$ cat src/rtl/core/rarh_pkg.sv
// ----------------------------------------------------------------------------
// rarh_pkg
// Types and constants shared by the ray versus rectangle hit core.
// ----------------------------------------------------------------------------
`timescale 1ns / 1ps

package rarh_pkg;

  localparam int COORD_WIDTH    = 32;
  localparam int FRAC_BITS      = 16;
  localparam int TEX_BITS       = 16;
  localparam int T_WIDTH        = 31;
  localparam int TEX_WIDTH      = TEX_BITS + 1;
  localparam int MAT_WIDTH      = 8;
  localparam int AXIS_WIDTH     = 2;
  localparam int CFG_IDX_WIDTH  = 3;
  localparam int CFG_DATA_WIDTH = 32;
  localparam int QUEUE_DEPTH    = 4;
  localparam int QUEUE_AW       = 2;

  localparam logic [AXIS_WIDTH-1:0] AXIS_XY = 2'd0;
  localparam logic [AXIS_WIDTH-1:0] AXIS_XZ = 2'd1;
  localparam logic [AXIS_WIDTH-1:0] AXIS_YZ = 2'd2;

  localparam logic [CFG_IDX_WIDTH-1:0] CFG_PLANE_AXIS   = 3'd0;
  localparam logic [CFG_IDX_WIDTH-1:0] CFG_PLANE_OFFSET = 3'd1;
  localparam logic [CFG_IDX_WIDTH-1:0] CFG_A_LOW        = 3'd2;
  localparam logic [CFG_IDX_WIDTH-1:0] CFG_A_HIGH       = 3'd3;
  localparam logic [CFG_IDX_WIDTH-1:0] CFG_B_LOW        = 3'd4;
  localparam logic [CFG_IDX_WIDTH-1:0] CFG_B_HIGH       = 3'd5;
  localparam logic [CFG_IDX_WIDTH-1:0] CFG_MATERIAL_ID  = 3'd6;

  localparam logic signed [COORD_WIDTH-1:0] COORD_ONE = 32'sh0001_0000;

  typedef logic [2:0][COORD_WIDTH-1:0] coord_vec_t;

  typedef struct packed {
    logic signed [COORD_WIDTH-1:0] origin_x;
    logic signed [COORD_WIDTH-1:0] origin_y;
    logic signed [COORD_WIDTH-1:0] origin_z;
    logic signed [COORD_WIDTH-1:0] dir_x;
    logic signed [COORD_WIDTH-1:0] dir_y;
    logic signed [COORD_WIDTH-1:0] dir_z;
    logic [T_WIDTH-1:0]            t_lower;
    logic [T_WIDTH-1:0]            t_upper;
  } ray_t;

  typedef struct packed {
    logic                          hit;
    logic [T_WIDTH-1:0]            hit_t;
    logic signed [COORD_WIDTH-1:0] point_x;
    logic signed [COORD_WIDTH-1:0] point_y;
    logic signed [COORD_WIDTH-1:0] point_z;
    logic                          front_face;
    logic [TEX_WIDTH-1:0]          tex_u;
    logic [TEX_WIDTH-1:0]          tex_v;
    logic [MAT_WIDTH-1:0]          hit_material;
  } res_t;

  typedef struct packed {
    logic [CFG_IDX_WIDTH-1:0]  index;
    logic [CFG_DATA_WIDTH-1:0] value;
  } cfg_wr_t;

  typedef struct packed {
    logic [AXIS_WIDTH-1:0]         plane_axis;
    logic signed [COORD_WIDTH-1:0] plane_offset;
    logic signed [COORD_WIDTH-1:0] a_low;
    logic signed [COORD_WIDTH-1:0] a_high;
    logic signed [COORD_WIDTH-1:0] b_low;
    logic signed [COORD_WIDTH-1:0] b_high;
    logic [MAT_WIDTH-1:0]          material_id;
  } cfg_t;

  typedef struct packed {
    coord_vec_t             org;
    coord_vec_t             dir;
    logic [T_WIDTH-1:0]     t_lower;
    logic [T_WIDTH-1:0]     t_upper;
    logic [COORD_WIDTH-1:0] mag_num;
    logic [COORD_WIDTH-1:0] mag_den;
    logic                   neg_dn;
    logic                   miss;
  } job_t;

endpackage

$ cat src/rtl/core/rarh_queue.sv
// ----------------------------------------------------------------------------
// rarh_queue
// Short queue between the front and back parts.
// ----------------------------------------------------------------------------
`timescale 1ns / 1ps

module rarh_queue (
  input  logic            clk,
  input  logic            rst_n,
  input  logic            push_valid,
  output logic            push_ready,
  input  rarh_pkg::job_t  push_data,
  output logic            pop_valid,
  input  logic            pop_ready,
  output rarh_pkg::job_t  pop_data
);
  import rarh_pkg::*;

  job_t                mem_r [QUEUE_DEPTH];
  logic [QUEUE_AW-1:0] wr_ptr_r;
  logic [QUEUE_AW-1:0] rd_ptr_r;
  logic [QUEUE_AW:0]   count_r;
  logic                do_push;
  logic                do_pop;

  assign push_ready = (count_r != (QUEUE_AW + 1)'(QUEUE_DEPTH));
  assign pop_valid  = (count_r != '0);
  assign pop_data   = mem_r[rd_ptr_r];
  assign do_push    = push_valid && push_ready;
  assign do_pop     = pop_valid && pop_ready;

  always_ff @(posedge clk) begin
    if (!rst_n) begin
      wr_ptr_r <= '0;
      rd_ptr_r <= '0;
      count_r  <= '0;
    end else begin
      if (do_push) wr_ptr_r <= wr_ptr_r + 1'b1;
      if (do_pop) rd_ptr_r <= rd_ptr_r + 1'b1;
      if (do_push && !do_pop) count_r <= count_r + 1'b1;
      else if (!do_push && do_pop) count_r <= count_r - 1'b1;
    end
  end

  always_ff @(posedge clk) begin
    if (do_push) mem_r[wr_ptr_r] <= push_data;
  end

endmodule

$ cat config.mk
export PLATFORM = sky130hd
export DESIGN_NAME = rarh_queue
export DESIGN_NICKNAME = d
export VERILOG_FILES = /design/src/rtl/core/rarh_pkg.sv /design/src/rtl/core/rarh_queue.sv
export SDC_FILE = /design/constraint.sdc
export NUM_CORES = 1
export LEC_CHECK = 0
export ABC_AREA = 1
export BUFFER_PORTS_ARGS = -buffer_cell sky130_fd_sc_hd__buf_4
export CORE_ASPECT_RATIO = 0.5
export CORE_UTILIZATION = 38
export DETAILED_ROUTE_END_ITERATION = 6
export PLACE_DENSITY_LB_ADDON = 0.12
export SLEW_MARGIN = 10
export SYNTH_ARGS = -nofsm -noshare
export SYNTH_HDL_FRONTEND = slang
export SYNTH_SLANG_ARGS = --single-unit
export TNS_END_PERCENT = 30
$ cat constraint.sdc
create_clock -name clk -period 18.55 [get_ports clk]
set_input_delay 1.855 -clock clk [delete_from_list [all_inputs] [get_ports clk]]
set_output_delay 1.855 -clock clk [all_outputs]
set_load 0.01 [all_outputs]
==> results.toml <==
[power_and_ir_drop]
power.density_nw_per_um2 = 141
switching_share_pct = 30.5
ir_drop_uv = 138
pwr-share-clk_pct = 30.1
internal-power_uw = 5670
seqPwrFrac_pct = 44.4
p_leak_uw = 0.0198
p_sw_uw = 2490
p_comb_share_pct = 25.5

[critical_path]
crit_fanout = 80
crit_path_start_kind = "flip-flop"
critPathMaxStageDelay_ns = 0.93
cp.required_ns = 16.69
end_kind = "primary output"
path_cells = "buf_4, buf_4, buf_4, o21ai_0, o22ai_1, buf_4"
worstSetupPathType = "flip-flop to primary output"
cp.arrival_ns = 4.90
cpLargestDelayFamily = "buffers and inverters"
worst-path-buf-inv = 4
crit_slowest_cell = "dfxtp_4"
cp_common_cell = "buf_4"

[grt]
overflow = 0
grt_pass1_wl_mm = 179
first_global_vias = 27100
grt_max_degree = 331
antenna_found_initial = 20
grt_usage_pct = 18.8

[synthesis]
synth_seq_cells = 1289
synth-seq-area-share_pct = 80.9
synth.cell_area_sq_um = 47700
syn_area_per_cell_sq_um = 15.1
synthCells = 3162
ys_warn_count = 0
syn-num-nets = 3492
synth_area_leaders = "edfxtp_1 80%, nor2_1 5.1%, o22ai_1 4.2%"
yosysTopAreaCellShare_pct = 80.5
synth_top_cell_by_area = "edfxtp_1"
synth_cell_types = 20

[die]
num_rows = 91
start_util_pct = 38.5
die_x_um = 503
design.core.area_sq_um = 124000
die_h_um = 253
dieArea_sq_um = 127000
ios = 646

[sta]
max_freq_mhz = 148
rsz0062_at_grt = "false"
min_period_ns = 6.76
fin_worst_skew_ns = 0.0141
min_period_over_period_pct = 36.4
maxSlewViolCount = 0
tns_ns = 0
setup_viol = 0
hold_viol_final = 0
worst_pin_slew_ns = 1.14
max_slew_margin_pct = 23.9

[detailed_routing]
drc = 0
via_per_inst = 5.06
via_count = 28100
avgRoutedWirePerCell_um = 22.2
dr.pass1.iters = 4
routed_wl_mm = 123
drt-initial-drc-count = 1765
antenna_left = 0

[cts]
htreeDepth = 3
cts_tree = "yes"
cts_setup_buffers = 0
root_buffer = "clkbuf_16"
cts_buffers = 117
ctsResizeCount = 0
cts_max_path_buffers = 3
clk_pin_slew_worst_paths_ns = 0.06
cts.sinks = 1289
hold_buffers = 0
worstSkewPairLatency_ns = 0.73

[finish]
area_growth_pct = 21.0
post-route-util_pct = 46.6
drive_gt1_share_pct = 22.4
fillCellCount = 11000
finalNetCount = 4083

[placed_design]
gp_congestion = 0.760
portBuffers = 645
dp_hpwl_mm = 69.5

[min_path]
hp-class = "flip-flop to flip-flop"

[job]
maxCapViolations = 0

[outcome]
outcome = "finished clean"
[cell usage in the layout (no fill, tap or decap)]
cell type,instances
clkbuf_1,16
nor2_1,650
diode_2,15
inv_8,1
xor2_1,1
clkinv_1,33
dfxtp_4,2
nand2_1,15
dfxtp_1,7
edfxtp_1,1280
bufinv_16,14
nor2_4,4
clkinv_8,1
o21ai_1,280
fa_1,1
inv_6,2
o21ai_0,361
buf_12,3
buf_4,681
clkinv_16,2
clkbuf_16,119
clkinv_2,29
clkinvlp_4,4
a21oi_1,3
ha_1,5
nand3_1,4
o22ai_1,320
nand3b_1,1
inv_1,14
inv_16,2
[power by group through the flow]
stage               Clock, uW  Sequential [uW]  Combinational [uW]
finish                   2460             3620                2080
floorplan                   0             3810                1110
global route             2630             3650                2260
detailed placement          0             3690                2140
CTS                      2520             3620                2140
global placement            0             3680                2130
[metrics by stage]
stage	worst slack, ns	power [uW]	hold slack, ns	instance area (sq um)	cells
after detailed placement	12.43	5830	0.483	53900	5308
after global placement	12.50	5810	0.479	53900	5308
final	11.79	8160	0.489	57800	5544
after global routing	11.34	8530	0.530	57800	5544
after floorplan	2.33	4930	0.465	47700	3162
after CTS	11.62	8290	0.494	57700	5529
[cells in the mapped netlist]
cell      count
edfxtp_1   1280
nor2_1      654
o21ai_0     361
o22ai_1     320
o21ai_1     280
buf_2        81
clkbuf_1     75
buf_6        28
buf_4        27
inv_1        15
nand2_1      15
dfxtp_1       9
ha_1          5
nand3_1       4
a21oi_1       3
clkbuf_2      1
fa_1          1
inv_8         1
nand3b_1      1
xor2_1        1
[path summary, 6_finish.rpt]
check / startpoint / end / slack, ns / cells past startpoint
worst max-delay path: flip-flop / pop_data[171] / 11.79 / 6
worst min-delay path: rd_ptr_r[1] / flip-flop / 0.49 / 2
worst max register to register: count_r[0] / mem_r[3][173] / 13.97 / 7
worst min register to register: rd_ptr_r[1] / flip-flop / 0.49 / 2
[cells by family after synthesis]
kind of cell / Yosys count / synth area share (%)
flops: 1289 / 80.9
compound gates: 964 / 10.9
simple gates: 674 / 5.32
buf+inv: 228 / 2.68
fa+ha+maj: 6 / 0.173
xor+xnor: 1 / 0.0183
[tightest hold or removal path: stages, from the launching register on]
cell	delay [ns]
dfxtp_1	0.32
nand2_1	0.06
a21oi_1	0.06
[layout make-up]
cell class	count	area, sq um	share of cell area (%)
antenna	15	37.5	0.0650
sequential	1289	38600	66.9
multi-input combinational	1645	7890	13.6
clock buffer	135	3040	5.26
timing repair buffer	684	5170	8.95
tap	1674	2090	3.63
inverter	16	93.8	0.162
clock inverter	86	823	1.43
[sequential cells by signal, indices dropped and copies added (netlist names), named ones only]
signal,flops
rd_ptr_r,2
wr_ptr_r,2
mem_r,1280
count_r,3
[layer usage]
metal	vias to the layer above	part of all wire (%)	wire length, um	global-route usage [%]
li1	13200	-	-	-
met1	14100	40	48900	22.6
met2	494	53	65000	33.0
met3	205	4.2	5150	3.99
met4	10	3.4	4210	7.45
met5	-	0.065	80	0
No activity file was read; power rests on OpenSTA's default activity.
